## config.mk

```make
export PLATFORM = sky130hd
export DESIGN_NAME = cpev_qptr
export DESIGN_NICKNAME = d
export VERILOG_FILES = /design/src/cpev_pkg.sv /design/src/cpev_qptr.sv
export SDC_FILE = /design/constraint.sdc
export NUM_CORES = 1
export LEC_CHECK = 0
export BUFFER_PORTS_ARGS = -buffer_cell sky130_fd_sc_hd__buf_2
export CAP_MARGIN = 20
export CORE_MARGIN = 2
export CORE_UTILIZATION = 50
export CTS_CLUSTER_SIZE = 20
export DETAILED_ROUTE_END_ITERATION = 10
export PLACE_DENSITY_LB_ADDON = 0.08
export SYNTH_ARGS = -nofsm -noshare
export SYNTH_HDL_FRONTEND = slang
export SYNTH_SLANG_ARGS = --single-unit
export TNS_END_PERCENT = 1
```

## constraint.sdc

```tcl
create_clock -name clock -period 7.2 [get_ports clock]
set_clock_uncertainty 0.15 [all_clocks]
set_input_delay 0.72 -clock clock [delete_from_list [all_inputs] [get_ports clock]]
set_output_delay 0.72 -clock clock [all_outputs]
set_load 0.03 [all_outputs]
```

## src/cpev_pkg.sv

```systemverilog
// Shared types and constants of the coalescing priority event dispatcher.
// No dependencies; cpev_qptr, the top level and the testbench import this package.
`timescale 1ns / 1ps

package cpev_pkg;

   // Fixed field widths
   localparam int CLASS_COUNT = 7;
   localparam int CLS_W       = 3;
   localparam int KIND_W      = 3;
   localparam int ID_W        = 6;
   localparam int ID_SPACE    = 64;            // ids a subject field can name
   localparam int ENTRY_W     = KIND_W + ID_W; // queue entry: {kind, id}
   localparam int ROW_W       = 2 * ID_SPACE;  // mark row: {rearm, queued}
   localparam int REQ_DATA_W  = 16;
   localparam int RSP_DATA_W  = 16;
   localparam int MODE_W      = 2;

   // Request opcodes, carried on req_tuser
   typedef enum logic [MODE_W-1:0] {
      MODE_POST   = 2'd0,
      MODE_TAKE   = 2'd1,
      MODE_FINISH = 2'd2,
      MODE_FAIL   = 2'd3
   } mode_type;

   // Command to the queue pointer block
   typedef struct packed {
      logic             push;
      logic             pop;
      logic             flush;
      logic [CLS_W-1:0] cls;
   } qptr_cmd_type;

endpackage

```

## src/cpev_qptr.sv

```systemverilog
// Head and count registers of the seven class FIFOs, with tail and full lookup.
// Depends on cpev_pkg.
`timescale 1ns / 1ps

module cpev_qptr #(
   parameter int SUBJECT_COUNT = 64,
   parameter int HW = $clog2(SUBJECT_COUNT)
) (
   input  logic                          clock,
   input  logic                          reset,
   input  cpev_pkg::qptr_cmd_type        cmd,
   input  logic [cpev_pkg::CLS_W-1:0]    sel_cls,
   output logic [HW-1:0]                 head,
   output logic [HW-1:0]                 tail,
   output logic                          full,
   output logic [cpev_pkg::CLASS_COUNT-1:0] nonempty,
   output logic [cpev_pkg::CLASS_COUNT-1:0] nonempty_next
);
   import cpev_pkg::*;

   localparam int CW = $clog2(SUBJECT_COUNT + 1);
   localparam int SW = HW + 1;

   logic [CW-1:0]    counts_ff [CLASS_COUNT];
   logic [CW-1:0]    counts_in [CLASS_COUNT];
   logic [HW-1:0]    heads_ff  [CLASS_COUNT];
   logic [HW-1:0]    heads_in  [CLASS_COUNT];
   logic [CLS_W-1:0] sidx;
   logic [CW-1:0]    scnt;
   logic [SW-1:0]    tsum;

   // next pointers per class
   always_comb begin
      for (int c = 0; c < CLASS_COUNT; c++) begin
         logic          hit;
         logic [SW-1:0] hinc;
         hit  = (cmd.cls == CLS_W'(c));
         hinc = SW'(heads_ff[c]) + SW'(1);
         counts_in[c] = counts_ff[c];
         heads_in[c]  = heads_ff[c];
         if (cmd.flush) begin
            counts_in[c] = '0;
            heads_in[c]  = '0;
         end else if (cmd.push && hit) begin
            counts_in[c] = counts_ff[c] + CW'(1);
         end else if (cmd.pop && hit) begin
            counts_in[c] = counts_ff[c] - CW'(1);
            heads_in[c]  = (hinc == SW'(SUBJECT_COUNT)) ? '0 : HW'(hinc);
         end
         nonempty[c]      = (counts_ff[c] != '0);
         nonempty_next[c] = (counts_in[c] != '0);
      end
   end

   // lookup for the selected class; class seven maps to the slot of class zero
   always_comb begin
      sidx = (sel_cls < CLS_W'(CLASS_COUNT)) ? sel_cls : '0;
      head = heads_ff[sidx];
      scnt = counts_ff[sidx];
      full = (scnt == CW'(SUBJECT_COUNT));
      tsum = SW'(head) + SW'(scnt);
      tail = (tsum >= SW'(SUBJECT_COUNT)) ? HW'(tsum - SW'(SUBJECT_COUNT)) : HW'(tsum);
   end

   always_ff @(posedge clock) begin
      if (reset) begin
         for (int c = 0; c < CLASS_COUNT; c++) begin
            counts_ff[c] <= '0;
            heads_ff[c]  <= '0;
         end
      end else begin
         for (int c = 0; c < CLASS_COUNT; c++) begin
            counts_ff[c] <= counts_in[c];
            heads_ff[c]  <= heads_in[c];
         end
      end
   end

endmodule

```

[Word-level counts from Yosys, hierarchy flattened]
Memory sizes are Yosys's and may differ from the RTL's.
Cells that the tools add are included.
Cells by class
  muxes and demuxes: 68
  shift operators: 0
  bitwise logic cells: 14
  reductions and logical operators: 29
  $add $sub $neg: 23
  magnitude comparators: 2
  equality and inequality tests: 14
  multiply operators: 0
  div/mod/pow operators: 0
Operators by type and width (count)
  6-bit 2-to-1 mux: 36
  7-bit 2-to-1 mux: 28
  7-bit nonzero test: 14
  7-bit == test (second input constant): 8
  6-bit by 1-bit adder with 7-bit output (second input constant): 7
  7-bit by 1-bit adder with 7-bit output (second input constant): 7
  7-bit by 1-bit subtractor with 7-bit output (second input constant): 7
  1-bit logical AND: 14
  1-bit bitwise OR: 14
  3-bit == test (second input constant): 3
  6-bit by 7-bit adder with 7-bit output: 1
  7-bit greater-or-equal comparator (second input constant): 1
  3-bit by 2-bit == test with 1-bit output (second input constant): 2
  6-bit by 1-bit subtractor with 6-bit output (second input constant): 1
  3-bit by 1-bit == test with 1-bit output (second input constant): 1
  3-bit logical NOT: 1
  3-bit less-than comparator (second input constant): 1
  1-bit 2-to-1 mux: 3
  3-bit 2-to-1 mux: 1
Word-level totals
  RAM bits: 91
  output and inout bits: 27
  latch bits: 0
  register bits after elaboration: 0
  bits in read-only memories: 0
  memories: 2
  input port bits: 11
Memory list
  counts_ff: depth 7, width 7, read ports 8, clocked after memory_dff 0, write ports 7, RTL line cpev_qptr.sv:24  | logic [CW-1:0] counts_ff [CLASS_COUNT];
  heads_ff: depth 7, width 6, read ports 8, clocked after memory_dff 0, write ports 7, RTL line cpev_qptr.sv:26  | logic [HW-1:0] heads_ff [CLASS_COUNT];

[Longest topological paths before layout]
Gate-level depths: netlist of the first run.
  word-level depth: 7
  gate-level depth with buffers: 13
  depth with buffers taken out: 11

[Least setup slack after synthesis of the first run]
Ideal clock, no wire load.
  kind: input port to output port
  from: input sel_cls[0] (netlist bit)
  to: output tail[5]
  stages: 13
  arrival: 3613 ps
  path buffers: 2
  setup slack: 2717 ps
  cells stage by stage: clkbuf_1 buf_2 mux2_2 nand2_1 a21oi_1 a221oi_1 inv_1 ha_1 a21o_1 a21oi_1 o21bai_1 a21oi_1 xor3_1
On the way
  cells in the longest elaborated chain, start to end: 6
  elaborated cells between the ends (all ways): 8
  classes of those cells: add/sub: 2; order compare: 2; mux: 2; memory: 2
Ends and longest elaborated chain
  start, declared: RTL line cpev_qptr.sv:12  | input logic [cpev_pkg::CLS_W-1:0] sel_cls,
  3-bit less-than comparator: RTL line cpev_qptr.sv:57  | sidx = (sel_cls < CLS_W'(CLASS_COUNT)) ? sel_cls : '0;
  3-bit 2-to-1 mux (*): RTL line cpev_qptr.sv:57
  memory read 7 x 6 bit (*)
  named net head[1]: RTL line cpev_qptr.sv:13  | output logic [HW-1:0] head,
  6-bit by 7-bit adder with 7-bit output (*): RTL line cpev_qptr.sv:61  | tsum = SW'(head) + SW'(scnt);
  6-bit by 1-bit subtractor with 6-bit output or 7-bit greater-or-equal comparator (tied branches): RTL line cpev_qptr.sv:62  | tail = (tsum >= SW'(SUBJECT_COUNT)) ? HW'(tsum - SW'(SUBJECT_COUNT)) : HW'(tsum);
  6-bit 2-to-1 mux (*): RTL line cpev_qptr.sv:62
  end, declared: RTL line cpev_qptr.sv:14  | output logic [HW-1:0] tail,
Mark *: on every way through the listed nets, which the timed path passes. The rest lies on a longest branch.

[Worst setup path after layout of the first run]
  from: input sel_cls[0] (netlist bit)
  to: output tail[5]
On the way
  cells in the longest elaborated chain, start to end: 6
  elaborated cells between the ends (all ways): 8
  classes of those cells: add/sub: 2; order compare: 2; mux: 2; memory: 2
Ends and longest elaborated chain (RTL line)
  3-bit less-than comparator: cpev_qptr.sv:57
  3-bit 2-to-1 mux (*): cpev_qptr.sv:57
  memory read 7 x 6 bit or memory read 7 x 7 bit (tied branches)
  6-bit by 7-bit adder with 7-bit output (*): cpev_qptr.sv:61
  6-bit by 1-bit subtractor with 6-bit output or 7-bit greater-or-equal comparator (tied branches): cpev_qptr.sv:62
  6-bit 2-to-1 mux (*): cpev_qptr.sv:62
Every way passes the cells marked *; elsewhere a longest branch is shown, timed or not.

==> results.ini, run 1 <==
[placement]
numPortBuffers = 37
routabilityCongestion = 0.879
hpwl_mm = 13.2

[synthesis]
synth_ff_type = dfxtp_1
synthesis.instances = 810
seq_area_frac_synth_pct = 27.8
synth_edf_count = 0
ys_ff_latch = 91
synth_cell_types = 76
syn_area_per_cell_sq_um = 8.09
synthArstFlopShare_pct = 0
syn_area_sq_um = 6550
yosys_warnings = 0
syn_nets = 855

[floorplan]
dieArea_sq_um = 14000
die_height_um = 118
start_util_pct = 51.5
num_io_pins = 38
dieWidth_um = 118
core-area_sq_um = 12700
rows = 41

[route]
drt-vias-per-instance = 6.25
drtIter0Drc = 652
drc = 0
antenna_left = 0
drt-pass1-iter-count = 8
drt-total-wl_mm = 18.3
vias = 6170
post_drt_wl_per_cell_um = 18.6

[global_route]
grt_pass1_wl_mm = 30.1
grt_max_degree = 69
antenna_found_initial = 0
grt-ovfl-total = 0
grt_pass1_vias = 5846
grt_usage_pct = 26.4

[timing]
grt_setup_unrepaired = false
fin_crit_sh_pct = 65.3
fin_tns_setup_ns = 0
tightestPinTransition_ns = 0.852
final_max_slew_viol_count = 0
fmax_ghz = 0.213
setup_viol = 0
period_needed_ns = 4.70
slew_headroom_pct = 43.0
hold_viol = 0

[power]
p_per_area_nw_per_um2 = 171
p_leak_nw = 2.70
peakVddDrop_uv = 159
power_mw = 1.20

[layout]
final_cell_mix = nor2_1, dfxtp_1, nand2_1
layout.cells.most_common = nor2_1
num_antenna_cells = 0
area_delta_synth_final_pct = 7.47
drive_gt1_share_pct = 11.5
nNetsFinal = 855

[clock_network]
clkSinkCount = 91
hold_buffers = 0
clock_path_buffers = 2
clk_latency_ns = 0.36
cts-root-buf = clkbuf_16
clk_pin_slew_ns = 0.06
cts_tree = built
cts_inserted_buffers = 9
cts_setup_buffers = 0
htree_levels = 3
ctsResizeCount = 0

[critical_path]
required_ns = 6.33
start_kind = input pin
cp.arrival_ns = 3.83
crit_path_end_kind = primary output
crit_type = input pin to primary output
path_max_fanout = 34

[min_path]
hold_path.class = flop to flop

[flow_run]
drv_cap = 0

[status]
status = completed

[Yosys cell counts, types with 5 or more instances]
cell      instances  area, sq um
a211oi_1         10         75.1
a21oi_1          35          175
a22oi_1           7         52.6
a31oi_1           5         31.3
a41oi_1           5         43.8
and2_1           10         62.6
and3_1            6         37.5
and3b_1           8         70.1
buf_2            10         50.1
clkbuf_1         34          128
dfxtp_1          91         1820
ha_1             33          413
inv_1            33          124
mux2_2           15          169
mux2i_1          20          200
nand2_1          47          176
nand2b_1          8         50.1
nand3_1          32          160
nand3b_1          9         67.6
nand4_1          17          106
nor2_1           93          349
nor2b_1          11         68.8
nor3_1           24          120
nor3b_1           5         37.5
nor4_1           12         75.1
o21ai_0          33          165
o22ai_1          16          100
or2_2             5         31.3
or3_1            19          119
xnor2_1          30          263
xor2_1           32          280
[layout make-up]
class                           instances  area, sq um
Inverter                               33          124
Clock buffer                           10          239
Clock inverter                          6         62.6
Fill cell                            1244         5680
Tap cell                              172          215
Multi-Input combinational cell        635         4370
Sequential cell                        91         1820
Timing Repair Buffer                   40          208
[metrics by stage]
step	cells	util, %	hold slack, ns	instance area, sq um	setup WS (ns)
after floorplan	810	-	0.309	6550	2.72
after global placement	971	53.0	0.322	6740	2.64
after detailed placement	971	53.0	0.346	6740	2.52
after CTS	987	55.3	0.358	7040	2.52
after global routing	987	55.3	0.376	7040	2.30
final	987	55.3	0.357	7040	2.50
[cell families (layout without fill, tap and decap cells)]
family	Yosys count	after routing	share of synthesized area, %
compound gates	164	164	16.8
mux	39	39	7.01
flops	91	91	27.8
simple gates	335	335	27.6
buf+inv	84	89	5.52
fa+ha+maj	34	34	6.61
xor+xnor	63	63	8.65
[path summary, 6_finish.rpt]
| check | start | end | slack, ns | cells past startpoint |
|---|---|---|---|---|
| min | heads_ff[0][5]$_SDFFE_PP0P_ | heads_ff[0][5]$_SDFFE_PP0P_ | 0.36 | 2 |
| max reg2reg | counts_ff[1][3]$_SDFF_PP0_ | counts_ff[1][6]$_SDFF_PP0_ | 5.21 | 5 |
| max | sel_cls[0] | tail[5] | 2.50 | 12 |
| min reg2reg | heads_ff[0][5]$_SDFFE_PP0P_ | heads_ff[0][5]$_SDFFE_PP0P_ | 0.36 | 2 |
[power by group]
part	internal (mW)	total (mW)	switching (mW)	leakage (nW)
clock network	0.278	0.487	0.209	0.153
logic	0.0663	0.198	0.132	1.82
registers	0.508	0.515	0.00787	0.734
total	0.852	1.20	0.349	2.70
[sequential cells by signal, summed over array words and instances, names as in the netlist]
register and count:
counts_ff 49, heads_ff 42
[metal layers]
layer	GRT usage, %	up-vias	wire, um
li1	-	2946	-
met1	34.9	2953	8300
met2	42.7	231	8410
met3	5.41	40	1140
met4	9.67	0	481
met5	0	-	0
[critical path, stage by stage]
cell      delay, ns
buf_2          0.56
a21bo_2        0.36
mux4_2         0.54
o22ai_1        0.17
a21oi_1        0.12
ha_1           0.26
a21o_1         0.18
a21oi_1        0.24
o21bai_1       0.10
a21oi_1        0.16
xor3_1         0.22
buf_2          0.18
(Power assumes the default switching activity.)
==> inputs of run 2 (changes only) <==
--- a/config.mk
+++ b/config.mk
@@ -5,6 +5,7 @@
 export SDC_FILE = /design/constraint.sdc
 export NUM_CORES = 1
 export LEC_CHECK = 0
+export ABC_AREA = 1
 export BUFFER_PORTS_ARGS = -buffer_cell sky130_fd_sc_hd__buf_2
 export CAP_MARGIN = 20
 export CORE_MARGIN = 2
==> constraint.sdc (replaced) <==
create_clock -name clock -period 4.45 [get_ports clock]
set_clock_uncertainty 0.15 [all_clocks]
set_input_delay 0.445 -clock clock [delete_from_list [all_inputs] [get_ports clock]]
set_output_delay 0.445 -clock clock [all_outputs]
set_load 0.03 [all_outputs]
==> run 2 against run 1 <==
  * Clock-buffer cell count unchanged
  * Area after synthesis up 7.9%
  * Routed wire length rose by 9.6%
  * Critical path depth up 5
  * Setup slack worse by 1.9 ns
  * Final cell count increased by 42%
  * Critical endpoint unchanged
  * Combinational power grew 130%
  * Largest power group unchanged
  * Sequential power up 63%
  * Power is 70% higher
  * Non-clock buffer count up 4
==> results.ini, run 2 <==
[status]
status = completed

[route]
drt-vias-per-instance = 5.37
met3_length_mm = 1.11
drt-total-wl_mm = 20.1
drt-pass1-iter-count = 5
post_drt_wl_per_cell_um = 14.4
drc = 0
drtIter0Drc = 609
vias = 7511
antenna_left = 0
wl_met2_mm = 8.79
wl_met1_mm = 9.68
topRoutingLayerUsed = met4

[min_path]
hold_path.class = input pin to flop

[clock_network]
htree_levels = 3
cts_tree = built
clkSinkCount = 91
cts-root-buf = clkbuf_16
clk_pin_slew_ns = 0.07
hold_buffers = 0
ctsResizeCount = 0
cts_inserted_buffers = 9
clock_path_buffers = 2
clk_latency_ns = 0.35
cts_setup_buffers = 0

[synthesis]
yosys.area.top_type_share_pct = 25.8
yosys_warnings = 0
ys_ff_latch = 91
synth_top_family_by_area = simple AND/OR/NAND/NOR gates
synthArstFlopShare_pct = 0
synth_edf_count = 0
synth_common_cells = nand2_1, nor2_1, nand3_1
synth_ff_type = dfxtp_1
syn_nets = 1247
synth-simple-area-share_pct = 44.9
synthesis.instances = 1202
synth_most_common_cell = nand2_1
synth_mux_area_share_pct = 0
synthAdderAreaFrac_pct = 6.12
syn_area_per_cell_sq_um = 5.88
synth_cell_types = 38
synth_largest_area_cell = dfxtp_1
synth_compound_area_share_pct = 10.9
synth_xor_area_share_pct = 2.48
syn_area_sq_um = 7070
yosys-top-cells-area = dfxtp_1, nand2_1, nand3_1
seq_area_frac_synth_pct = 25.8

[floorplan]
rows = 43
dieWidth_um = 123
die_height_um = 123
dieArea_sq_um = 15100
start_util_pct = 51.1
num_io_pins = 38
core-area_sq_um = 13800

[placement]
dpl_cell_area_sq_um = 7340
hpwl_mm = 15.4
routabilityCongestion = 0.913
numPortBuffers = 37

[timing]
fin_tns_setup_ns = 0
setup_viol = 0
slew_headroom_pct = 58.8
hold_slack_ns = 0.328
final_max_slew_viol_count = 0
grt_setup_unrepaired = false
fmax_ghz = 0.257
tightestPinTransition_ns = 0.617
fin_crit_sh_pct = 87.4
hold_viol = 0
period_needed_ns = 3.89

[critical_path]
crit_path_end_kind = primary output
cp.arrival_ns = 3.29
crit_type = input pin to primary output
start_kind = input pin
path_max_fanout = 19
required_ns = 3.86

[layout]
drive_gt1_share_pct = 6.81
largest_reg_flops = 49
design_area_sq_um = 7620
nNetsFinal = 1259
reg.largest.list = counts_ff: 49 flops, heads_ff: 42 flops
regMostFlops = counts_ff
final_cell_mix = nand2_1, nor2_1, nand3_1
layout.cells.most_common = nand2_1
num_antenna_cells = 0
area_delta_synth_final_pct = 7.84

[global_route]
grt-ovfl-total = 0
grt_usage_pct = 27.5
grt_pass1_vias = 6448
grt_pass1_wl_mm = 32.4
antenna_found_initial = 0
grt_max_degree = 50

[power]
p_per_area_nw_per_um2 = 268
peakVddDrop_uv = 176
p_leak_nw = 3.70

[flow_run]
drv_cap = 0

run 2: cell types whose count changed after synthesis, moves of 17 or more:
cell and change:
nand2_1 +315, nand3_1 +102, inv_1 +95, nor2_1 +66
o21ai_0 +27, nor3_1 +24, xnor2_1 -24, mux2i_1 -20
or3_1 -19, xor2_1 -18, a21oi_1 +17
run 2: cell families (layout without fill, tap and decap cells):
group	after synthesis	after routing
AOI/OAI and AO/OA	139	139
xor gates and xnor gates	20	20
DFF	91	91
and+or+nand+nor	741	741
buffers and inverters	177	193
adders and majority gates	34	34
run 2: worst max-delay path, stage by stage:
cell and delay, ns:
buf_2 0.20, a21oi_4 0.31, clkinv_1 0.47, a21oi_1 0.32, o21ai_0 0.12, nand2_1 0.10
inv_1 0.05, ha_1 0.31, nand2_1 0.09, nor3_1 0.14, nand2_1 0.08, o211ai_1 0.13
nand3_1 0.14, nand2_1 0.09, nand2_1 0.05, nand2_1 0.06, buf_2 0.19
run 2: layer usage:
metal | up-vias | global-route usage, %
met2 | 194 | 43.1
met4 | 0 | 10.8
met1 | 3378 | 38.0
li1 | 3906 | -
met5 | - | 0
met3 | 33 | 4.24
run 2: final timing paths:
kind	from	end	slack, ns	cells after the start
min	cmd[3]	counts_ff[3][1]$_SDFF_PP0_	0.33	4
max	sel_cls[0]	tail[5]	0.56	17
max reg2reg	counts_ff[5][0]$_SDFF_PP0_	counts_ff[5][6]$_SDFF_PP0_	2.76	9
min reg2reg	heads_ff[2][0]$_SDFFE_PP0P_	heads_ff[2][0]$_SDFFE_PP0P_	0.34	2
run 2: through the flow:
| step | worst slack [ns] | util (%) | std cells | power, mW |
|---|---|---|---|---|
| global placement | 0.629 | 53.1 | 1383 | 1.31 |
| finish | 0.562 | 55.1 | 1398 | 2.04 |
| global route | 0.340 | 55.1 | 1398 | 2.14 |
| CTS | 0.610 | 55.1 | 1398 | 2.05 |
| detailed placement | 0.632 | 53.1 | 1383 | 1.31 |
| floorplan | 0.627 | - | 1202 | 1.20 |
run 2: area by class of cell:
cell class | instances | area, sq um
multi-input combinational | 934 | 4560
tap | 180 | 225
sequential | 91 | 1820
fill | 1451 | 6200
timing repair buffer | 44 | 238
clock inverter | 5 | 38.8
inverter | 134 | 503
clock buffer | 10 | 239
run 2: report_power, final:
group / switching (mW) / internal (mW)
logic: 0.325 / 0.131
registers: 0.0161 / 0.824
clock network: 0.352 / 0.394
