**src/cpev_ram.sv**
```systemverilog
// Generic simple dual-port RAM: one write port, one read port, registered read.
// No dependencies.
`timescale 1ns / 1ps

module cpev_ram #(
   parameter int WIDTH = 8,
   parameter int DEPTH = 16,
   parameter int AW    = $clog2(DEPTH)
) (
   input  logic             clock,
   input  logic             wr_en,
   input  logic [AW-1:0]    wr_addr,
   input  logic [WIDTH-1:0] wr_data,
   input  logic             rd_en,
   input  logic [AW-1:0]    rd_addr,
   output logic [WIDTH-1:0] rd_data
);

   logic [WIDTH-1:0] mem_ff [DEPTH];
   logic [WIDTH-1:0] rd_data_ff;

   // storage write
   always_ff @(posedge clock) begin
      if (wr_en) begin
         mem_ff[wr_addr] <= wr_data;
      end
   end

   // registered read, holds until the next read
   always_ff @(posedge clock) begin
      if (rd_en) begin
         rd_data_ff <= mem_ff[rd_addr];
      end
   end

   assign rd_data = rd_data_ff;

endmodule

```
**config.mk**
```make
export PLATFORM = sky130hd
export DESIGN_NAME = cpev_ram
export DESIGN_NICKNAME = d
export VERILOG_FILES = /design/src/cpev_ram.sv
export SDC_FILE = /design/constraint.sdc
export NUM_CORES = 1
export LEC_CHECK = 0
export ABC_AREA = 1
export BUFFER_PORTS_ARGS = -buffer_cell sky130_fd_sc_hd__buf_4
export CAP_MARGIN = 20
export CORE_MARGIN = 3
export CORE_UTILIZATION = 40
export CTS_CLUSTER_SIZE = 25
export DETAILED_ROUTE_END_ITERATION = 10
export PLACE_DENSITY = 0.6
export SYNTH_ARGS = -nofsm -noshare
export SYNTH_HDL_FRONTEND = slang
export SYNTH_SLANG_ARGS = --single-unit
```
**constraint.sdc**
```tcl
create_clock -name clock -period 1.31 [get_ports clock]
set_clock_uncertainty 0.15 [all_clocks]
set_input_delay 0.262 -clock clock [delete_from_list [all_inputs] [get_ports clock]]
set_output_delay 0.262 -clock clock [all_outputs]
set_load 0.05 [all_outputs]
```
Word-level counts from Yosys, hierarchy flattened
Memories as Yosys holds them, arrays and structs flattened. A register that Yosys moved wholly into a read port is not among the register bits.
Cells that the tools add are included.

word-level totals
  memory bits (writable) = 128
  memories = 1
  bits in registers = 0
  input bits = 19

cells by class
  mux-type cells = 2

memory list
  memory  words  width  read ports  clocked after memory_dff  write ports  line  text
  mem_ff  16     8      1           1                         1            19    logic [WIDTH-1:0] mem_ff [DEPTH];

operator list
  operator  number
  $mux W1   2

Logic depth before layout (Yosys ltp)
Gate-level depths: netlist of run 1.

  depth after elaboration = 2
  gate-level depth with buffers = 8
  gate-level depth less buffers = 7

Worst setup path before layout of run 1
OpenSTA, ideal clock, no wires.

  path kind = input to register
  start = in wr_addr[3]
  end = mem mem_ff[4][0], enable pin
  data arrival time = 0.843 ns
  cell stages on the path = 2
  library setup time = 0.370 ns
  setup slack = -0.053 ns
  path buffers = 0
  path through = nand3b_1 -> nor2_1

RTL lines
  element          line  text
  start, declared  12    input logic [AW-1:0] wr_addr,
  end, declared    19

No word-level cell before the write port.

Final worst setup path of run 1
  start = reg rd_data_ff[5] (netlist: rd_data[5]) (read register of mem_ff)
  end = out rd_data[5]

RTL lines
  element          line  text
  start, declared  20    logic [WIDTH-1:0] rd_data_ff;
  end, declared    16    output logic [WIDTH-1:0] rd_data

No word-level cell between the ends.

==> summary.md, run 1 <==
| Metric | Value |
|---|---|
| Depth of the worst register-to-register path | 6 |
| Die W | 127 µm |
| Pins Over Slew Limit | 0 |
| RSZ-0062 raised after global routing | yes |
| Rel. slew slack | 81.2% |
| Hold path depth | 1 |
| Setup WS pre-CTS | -0.303 ns |
| Pleak | 3.11 nW |
| Commonest register cell after synthesis | edfxtp_1 |
| Wire length per cell | 17.1 µm |
| Synth unique cells | 11 |
| CP Capture Type | primary output |
| Inserted Diodes | 0 |
| Syn. warnings | 0 |
| Failing checks | negative setup slack |
| Synth Register Bits | 136 |
| RD Place Congestion | 0.846 |
| CP delay by family, top | flip-flops |
| Syn Std Cell Area | 5850 µm² |
| Worst-Skew Late Latency | 0.42 ns |
| Initial antenna violation count | 0 |
| CTS tree | done |
| Worst hold path type | primary input to flop |
| 1st-pass router iterations | 5 |
| Fin worst setup slack | -0.139 ns |
| Vias in the first global route | 3878 |
| Register-to-register setup slack | 0.06 ns |
| Largest net degree at the start of global routing | 47 |
| FP Rows | 43 |
| Crit Path Category | flop to primary output |
| Top cell type's share of synthesized area | 69.8% |
| Tightest Pin Transition | 0.282 ns |
| Hold Vio Cnt, Final | 0 |
| CP peak stage delay | 0.43 ns |
| Maxcap violations | 0 |
| Total wire length | 13.7 mm |
| Clk pwr share | 47.1% |
| CTS Buf Count | 17 |
| Antenna Violating Nets Remaining | 0 |
| Vias post-DR | 3933 |
| Net Sw Power | 2.29 mW |
| Final worst-path cycle share | 111% |
| Hpwl dp | 8.80 mm |
| Starting Density | 41.5% |
| Register area share after synthesis | 69.8% |
| # Post-CTS Setup Buffers | 0 |
| 1st-iter DRT viols | 320 |
| Synthesized area per cell | 10.6 µm² |
| Max IR drop VDD | 0.844 mV |
| Total gr overflow | 0 |
| CP max FO | 1 |
| Clk sinks | 136 |
| Tot Pwr | 10.8 mW |
| Root buffer cell | clkbuf_16 |
| Setup violators final | 8 |
| Cell taking the most area after synthesis | edfxtp_1 |
| CP Launch Type | flop |
| Vias per cell | 4.92 |
| CP max-delay cell | edfxtp_1 |
| Buf+Inv Stages, Crit Path | 1 |
| Hold WS | 0.0315 ns |
| Nets | 626 |
| Pint | 8.52 mW |
| CP required | 0.90 ns |
| First-pass GRT wire length | 22.0 mm |
| Syn_nets | 570 |
| Fmax achieved | 0.690 GHz |
| I/O Pins | 27 |
| Clock H-tree levels | 4 |
| DR DRC count | 0 |
| Worst EP arrival | 1.04 ns |
| Run status | complete, but fails checks |
| Die area | 16100 µm² |
| Min Tclk post-route | 1.45 ns |
| Total Routing Usage GR | 18.4% |
| Reg clk slew, reported paths | 0.06 ns |
| Synth top cells by count | nand2_1 (173), edfxtp_1 (136), inv_1 (100) |
| Ranking of synthesized cells by area | edfxtp_1 (70%), nand2_1 (11%), nand3_1 (8.3%) |
| Ys async rst share | 0% |
| Die Span Y | 127 µm |
| Pwr dens | 1490 nW/µm² |
| Layout cell share with drive strength beyond 1 | 17.9% |
| Switching part of the total | 21.2% |
| Logic pwr share | 7.2% |
| Sequential power share | 45.7% |
| WP depth | 1 |
| Cell with the most instances after synthesis | nand2_1 |
| Area grow syn2layout | 23.7% |
| Port Buffer Count | 26 |
| Worst path cell trace | buf_6 |
| Cell count after synthesis | 551 |
| Maximum root-to-sink buffer count | 2 |
| Core footprint | 14100 µm² |
| Post-synth EDFFs | 136 |
final timing paths:
path,from,to
max,rd_data[5]$_DFFE_PP_,rd_data[5]
min,wr_data[5],mem_ff[12][5]$_DFFE_PP_
max reg2reg,mem_ff[9][7]$_DFFE_PP_,rd_data[7]$_DFFE_PP_
min reg2reg,mem_ff[13][1]$_DFFE_PP_,rd_data[1]$_DFFE_PP_
power groups by stage:
stage	Clock (mW)	Sequential, mW	Combinational, mW
2_1_floorplan	0	5.09	0.345
3_3_place_gp	0	5.02	0.742
3_5_place_dp	0	5.02	0.751
4_1_cts	5.16	4.94	0.769
5_1_grt	5.37	4.94	0.855
6_report	5.09	4.94	0.778
cell usage in the layout (no fill, tap or decap):
| cell type | instances |
|---|---|
| edfxtp_1 | 136 |
| bufinv_16 | 5 |
| nand2_1 | 169 |
| inv_1 | 100 |
| clkinvlp_4 | 4 |
| clkinv_2 | 4 |
| nand3_2 | 12 |
| nor2_1 | 14 |
| nand3_1 | 85 |
| nor2_2 | 3 |
| clkinv_1 | 2 |
| nand2_2 | 4 |
| buf_6 | 8 |
| dlygate4sd3_1 | 1 |
| buf_12 | 10 |
| inv_2 | 2 |
| clkbuf_16 | 17 |
| nand3b_1 | 2 |
| buf_4 | 42 |
cells by family (layout without fill, tap and decap cells):
family / count (synthesis) / after routing / synth area share, %
buffers and inverters: 126 / 195 / 9.39
DFF: 136 / 136 / 69.8
and+or+nand+nor: 289 / 289 / 20.8
stage by stage:
step / cell area [µm²] / TNS (ns) / instances / utilization [%]
3_5_place_dp: 6490 / -12.28 / 767 / 46.0
6_report: 7230 / -0.792 / 800 / 51.3
3_3_place_gp: 6490 / -10.58 / 767 / 46.0
5_1_grt: 7230 / -1.06 / 800 / 51.3
4_1_cts: 7160 / -0.943 / 800 / 50.8
2_1_floorplan: 5850 / -4.30 / 551 / -
state kept, by name, summed over array words and instances (netlist names):
| register | count |
|---|---|
| mem_ff | 128 |
| rd_data | 8 |
cell type report:
class                      instances  area [µm²]
clock inverter                    15         208
tap                              180         225
sequential                       136        4080
fill                            1269        6860
inverter                         102         383
clock buffer                      17         425
timing repair buffer              61         616
multi-input combinational        289        1290
layer usage:
layer	track usage, %	wire length, µm
met5	0	0
met4	8.71	367
met3	4.04	894
met2	26.8	6180
met1	26.2	6230
repair_timing:
item | 4_1_cts | 5_1_grt
setup endpoints to repair | 8 | 14
hold endpoints to repair | 8 | 0
resized for setup | 8 | 16
hold buffers | 1 | 0
pin swaps | 0 | 6
Power figures use the tool's default switching activity.
==> inputs of run 2 (changes only) <==
==> config.mk (replaced) <==
export PLATFORM = sky130hd
export DESIGN_NAME = cpev_ram
export DESIGN_NICKNAME = d
export VERILOG_FILES = /design/src/cpev_ram.sv
export SDC_FILE = /design/constraint.sdc
export NUM_CORES = 1
export LEC_CHECK = 0
export BUFFER_PORTS_ARGS = -buffer_cell sky130_fd_sc_hd__buf_4
export CAP_MARGIN = 20
export CORE_MARGIN = 3
export CORE_UTILIZATION = 53
export CTS_CLUSTER_SIZE = 25
export DETAILED_ROUTE_END_ITERATION = 10
export PLACE_DENSITY = 0.75
export SYNTH_ARGS = -nofsm -noshare
export SYNTH_HDL_FRONTEND = slang
export SYNTH_SLANG_ARGS = --single-unit
==> constraint.sdc (replaced) <==
create_clock -name clock -period 1.3 [get_ports clock]
set_clock_uncertainty 0.15 [all_clocks]
set_input_delay 0.26 -clock clock [delete_from_list [all_inputs] [get_ports clock]]
set_output_delay 0.26 -clock clock [all_outputs]
set_load 0.05 [all_outputs]
==> run 2 against run 1 <==
Effect of this change:
- the run still ends with negative setup slack left
- global-route usage up 2.1 points
- via count is 33% lower
- power shrank 4.5%
- critical path depth up 2
- sequential share of layout area rose by 2.9 points
==> summary.md, run 2 <==
| Metric | Value |
|---|---|
| Run status | complete, but fails checks |
| Failing checks | negative setup slack |
| CP Launch Type | flop |
| Inserted Diodes | 0 |
| Reg-to-Reg Start | mem_ff[0][5]$_DFFE_PP_ |
| Syn_nets | 248 |
| Synthesized area per cell | 22.8 µm² |
| Depth of the worst register-to-register path | 3 |
| Die Span Y | 105 µm |
| Most flop-heavy register | mem_ff |
| Post-synth EDFFs | 136 |
| Fin worst setup slack | -0.269 ns |
| Ranking of synthesized cells by area | edfxtp_1 (78%), mux4_2 (7.8%), mux4_1 (7.0%) |
| Reg clk slew, reported paths | 0.06 ns |
| Hold path depth | 4 |
| Tightest Pin Transition | 0.929 ns |
| Pins Over Slew Limit | 0 |
| FP Rows | 35 |
| Maximum root-to-sink buffer count | 2 |
| CP required | 1.41 ns |
| Largest net degree at the start of global routing | 23 |
| Post-layout util | 73.1% |
| Filler Cell Count | 525 |
| 1st-pass router iterations | 4 |
| Area grow syn2layout | 31.7% |
| Pleak | 2.30 nW |
| Clk pwr share | 44.6% |
| Syn Std Cell Area | 5230 µm² |
| Ys async rst share | 0% |
| Clk sinks | 136 |
| Setup WS pre-CTS | -0.661 ns |
| Most common cell after layout, fill and taps aside | edfxtp_1 |
| Rel. slew slack | 37.9% |
| Tot Pwr | 10.3 mW |
| Register-to-register setup slack | -0.27 ns |
| Switching part of the total | 20.6% |
| Fin cells | 460 |
| Clock H-tree levels | 4 |
| First-pass GRT wire length | 16.1 mm |
| Vias post-DR | 2628 |
| Net Sw Power | 2.12 mW |
| Commonest register cell after synthesis | edfxtp_1 |
| Setup violators final | 16 |
| Min Tclk post-route | 1.57 ns |
| Max IR drop VDD | 0.799 mV |
| Synth top cells by count | edfxtp_1 (136), mux4_2 (18), a22oi_1 (16) |
| Synth unique cells | 18 |
| Final worst-path cycle share | 121% |
| Vias per cell | 5.71 |
| Die area | 11100 µm² |
| Synth Register Bits | 136 |
| Total Routing Usage GR | 20.5% |
| Commonest non-fill, non-tap cells in the layout | edfxtp_1 (136), buf_4 (45), mux4_2 (32), buf_12 (18), clkbuf_16 (16) |
| CP max FO | 1 |
| Worst-Skew Late Latency | 0.52 ns |
| Core footprint | 9420 µm² |
| Hpwl dp | 6.67 mm |
| Total gr overflow | 0 |
| Port Buffer Count | 26 |
| Vias in the first global route | 2880 |
| Pwr dens | 1500 nW/µm² |
| Max reg flops | 128 |
| Initial antenna violation count | 0 |
| Critical Path End | rd_data[5]$_DFFE_PP_ |
| Die W | 105 µm |
| Layout cell share with drive strength beyond 1 | 48.0% |
| Starting Density | 55.5% |
| RSZ-0062 raised after global routing | yes |
| RD Place Congestion | 0.736 |
| 1st-iter DRT viols | 220 |
| Setup_tns | -3.41 ns |
| Cell with the most instances after synthesis | edfxtp_1 |
| CP Capture Type | flop |
| Cell count after synthesis | 229 |
| Pint | 8.20 mW |
| I/O Pins | 27 |
| Worst EP arrival | 1.68 ns |
| Maxcap violations | 0 |
| Hold WS | 0.174 ns |
| DR DRC count | 0 |
| Crit path from | mem_ff[0][5]$_DFFE_PP_ |
| Hold Vio Cnt, Final | 0 |
| Top cell type's share of synthesized area | 78.1% |
| Nets | 337 |
| Register area share after synthesis | 78.1% |
| Total wire length | 10.4 mm |
| Placed cell areas | 6140 µm² |
| Syn. warnings | 0 |
| Crit Path Category | flop to flop |
| Critical R2R Capture | rd_data[5]$_DFFE_PP_ |
| DP Cell Count | 419 |
| Sequential power share | 48.2% |
| Worst hold path type | primary input to flop |
| Wire length per cell | 22.6 µm |
| Cell taking the most area after synthesis | edfxtp_1 |
| Logic pwr share | 7.2% |
| CTS tree | done |
| Fmax achieved | 0.637 GHz |
| Post-route cell area | 6880 µm² |
| CTS Buf Count | 17 |
| Root buffer cell | clkbuf_8 |
| Antenna Violating Nets Remaining | 0 |
## run 2: area by class of cell
cell class	count	area, µm²	share of cell area [%]
clock inverter	13	155	2.25
timing repair buffer	80	878	12.8
multi-input combinational	83	1180	17.2
sequential	136	4080	59.3
clock buffer	19	422	6.13
tap	129	161	2.34
## run 2: kinds of logic after synthesis
| group | share of synthesized area (%) |
|---|---|
| simple gates | 3.14 |
| mux | 14.8 |
| compound gates | 2.30 |
| flops | 78.1 |
| buf+inv | 1.65 |
## run 2: how the worst min path moves through the flow
stage,start,endpoint
after global placement,wr_data[3],mem_ff[12][3]$_DFFE_PP_
after floorplan,wr_data[0],mem_ff[0][0]$_DFFE_PP_
final,wr_addr[0],mem_ff[8][5]$_DFFE_PP_
after CTS,wr_addr[0],mem_ff[8][7]$_DFFE_PP_
after detailed placement,wr_data[3],mem_ff[14][3]$_DFFE_PP_
after global routing,wr_addr[1],mem_ff[8][7]$_DFFE_PP_
## run 2: power groups by stage
stage	Clock, mW	Combinational [mW]	Sequential [mW]
after floorplan	0	0.296	5.13
after global placement	0	0.663	5.06
after detailed placement	0	0.680	5.06
after CTS	4.64	0.746	4.98
after global routing	4.87	0.783	4.98
final	4.61	0.739	4.98
## run 2: critical path, stage by stage, from the launching register on
cell,delay (ns)
edfxtp_1,0.40
mux4_2,0.49
a22oi_2,0.17
nand2_1,0.10
## run 2: per-layer routing
layer	global-route usage (%)	share of wire [%]
met3	6.55	6.0
met2	33.6	53
met1	26.1	39
met4	6.94	1.7
met5	0	0
## run 2: what timing repair did
action	CTS	global route
gates resized for setup	19	1
setup buffers	0	0
hold endpoints to repair	136	0
hold buffers	9	0
setup endpoints to repair	16	16
cloned	0	0
pin swaps	6	3
==> inputs of run 3 (changes only) <==
--- a/config.mk
+++ b/config.mk
@@ -7,11 +7,13 @@
 export LEC_CHECK = 0
 export BUFFER_PORTS_ARGS = -buffer_cell sky130_fd_sc_hd__buf_4
 export CAP_MARGIN = 20
+export CORE_ASPECT_RATIO = 2
 export CORE_MARGIN = 3
 export CORE_UTILIZATION = 53
 export CTS_CLUSTER_SIZE = 25
 export DETAILED_ROUTE_END_ITERATION = 10
 export PLACE_DENSITY = 0.75
+export SETUP_SLACK_MARGIN = 0.02
 export SYNTH_ARGS = -nofsm -noshare
 export SYNTH_HDL_FRONTEND = slang
 export SYNTH_SLANG_ARGS = --single-unit
==> run 3 against run 2 <==
Effect of this change:
- the flow still finishes with violations (negative setup slack)
- sequential power barely moved
- clock power decreased by 2%
- power decreased by 1.2%
- die area rose by 0.65%
- final area is 0.75% lower
==> summary.md, run 3 (synthesis gave the netlist of run 2 again) <==
| Metric | Value |
|---|---|
| Run status | complete, but fails checks |
| Failing checks | negative setup slack |
| Reg-to-Reg Start | mem_ff[9][7]$_DFFE_PP_ |
| DR DRC count | 0 |
| Worst hold path type | primary input to flop |
| CTS tree | done |
| Maxcap violations | 0 |
| Hold WS | 0.0165 ns |
| Initial antenna violation count | 0 |
| Die W | 76.2 µm |
| Vias in the first global route | 2852 |
| Reg clk slew, reported paths | 0.06 ns |
| Hold Vio Cnt, Final | 0 |
| Setup WS pre-CTS | -0.582 ns |
| Area grow syn2layout | 30.7% |
| Filler Cell Count | 569 |
| Final worst-path cycle share | 119% |
| Crit path from | mem_ff[9][7]$_DFFE_PP_ |
| CP max FO | 1 |
| Commonest non-fill, non-tap cells in the layout | edfxtp_1 (136), buf_4 (40), mux4_2 (32), buf_12 (19), clkbuf_16 (17) |
| Tot Pwr | 10.2 mW |
| Hold Crit Start | wr_data[4] |
| Worst path cell trace | mux4_2 > a22oi_2 > nand2_1 |
| Antenna Violating Nets Remaining | 0 |
| 1st-iter DRT viols | 245 |
| Post-layout util | 71.9% |
| Pleak | 2.27 nW |
| I/O Pins | 27 |
| CTS Buf Count | 17 |
| Wire length per cell | 21.8 µm |
| Crit Path Category | flop to flop |
| Placed cell areas | 6130 µm² |
| Fin worst setup slack | -0.250 ns |
| Post-route cell area | 6830 µm² |
| CP peak stage delay | 0.47 ns |
| Most flop-heavy register | mem_ff |
| Total Routing Usage GR | 19.7% |
| DP Cell Count | 416 |
| Tightest Pin Transition | 1.01 ns |
| Port Buffer Count | 26 |
| Pins Over Slew Limit | 0 |
| CP required | 1.30 ns |
| Vias post-DR | 2580 |
| Fin cells | 454 |
| Inserted Diodes | 0 |
| Rel. slew slack | 32.6% |
| Reg area | 4080 µm² |
| CP Launch Type | flop |
| Setup_tns | -2.29 ns |
| Footprint of the multi-input gates | 1190 µm² |
| FP Rows | 50 |
| RSZ-0062 raised after global routing | yes |
| First-pass GRT wire length | 15.9 mm |
| Root buffer cell | clkbuf_16 |
| Total gr overflow | 0 |
| Fmax achieved | 0.645 GHz |
| Worst-Skew Late Latency | 0.41 ns |
| CP max-delay cell | mux4_2 |
| CP Capture Type | flop |
| Max reg flops | 128 |
| Largest net degree at the start of global routing | 19 |
| Worst EP arrival | 1.55 ns |
| Vias per cell | 5.68 |
| Setup violators final | 16 |
| Most common cell after layout, fill and taps aside | edfxtp_1 |
| Pwr dens | 1490 nW/µm² |
| Core footprint | 9510 µm² |
| # Post-CTS Setup Buffers | 0 |
| Clk sinks | 136 |
| Starting Density | 55.0% |
| Layout cell share with drive strength beyond 1 | 47.8% |
| Die area | 11200 µm² |
| Min Tclk post-route | 1.55 ns |
| 1st-pass router iterations | 4 |
| Clock H-tree levels | 4 |
| Buf+Inv Stages, Crit Path | 0 |
| Hpwl dp | 6.83 mm |
| Nets | 330 |
| CP delay by family, top | multiplexers |
| RD Place Congestion | 0.752 |
| Maximum root-to-sink buffer count | 2 |
| Die Span Y | 146 µm |
| Total wire length | 9.92 mm |
| Max IR drop VDD | 1.21 mV |
run 3: cell types whose count changed in the layout (fill, tap and decap cells not counted), moves of 2 or more:
cell,change
clkbuf_1,-2
buf_4,-5
bufinv_16,-2
dlygate4sd3_1,-3
clkinv_2,-4
a22oi_2,-2
inv_6,+5
a22oi_1,+2
run 3: path summary, 6_finish.rpt:
| kind | slack [ns] | end | depth (start not counted) |
|---|---|---|---|
| hold reg to reg | 0.61 | rd_data[5]$_DFFE_PP_ | 3 |
| setup / recovery | -0.25 | rd_data[7]$_DFFE_PP_ | 3 |
| hold / removal | 0.02 | mem_ff[3][4]$_DFFE_PP_ | 1 |
| setup reg to reg | -0.25 | rd_data[7]$_DFFE_PP_ | 3 |
run 3: area by class of cell:
class	instances	area share, %
Multi-Input combinational cell	83	17.4
Tap cell	130	2.38
Timing Repair Buffer	73	12.2
Clock buffer	17	6.23
Clock inverter	15	2.09
Sequential cell	136	59.8
run 3: metal layers:
| metal | GRT usage [%] | wire, µm | vias up |
|---|---|---|---|
| met5 | 0 | 0 | - |
| met4 | 10.8 | 359 | 0 |
| met3 | 5.25 | 491 | 27 |
| met2 | 34.8 | 5620 | 97 |
| met1 | 21.2 | 3450 | 1325 |
| li1 | - | - | 1131 |
run 3: timing repair:
action / CTS / global route
setup endpoints to repair: 16 / 16
cloned: 0 / 0
resized for setup: 18 / 0
pin swaps: 6 / 0
hold buffers: 6 / 0
endpoints found under the hold margin: 81 / 0
run 3: power breakdown:
| part | switching (mW) | leakage [nW] | internal, mW |
|---|---|---|---|
| clock | 1.84 | 0.272 | 2.67 |
| combinational | 0.378 | 0.759 | 0.339 |
| sequential | 0.0297 | 1.24 | 4.94 |
| total | 2.25 | 2.27 | 7.95 |
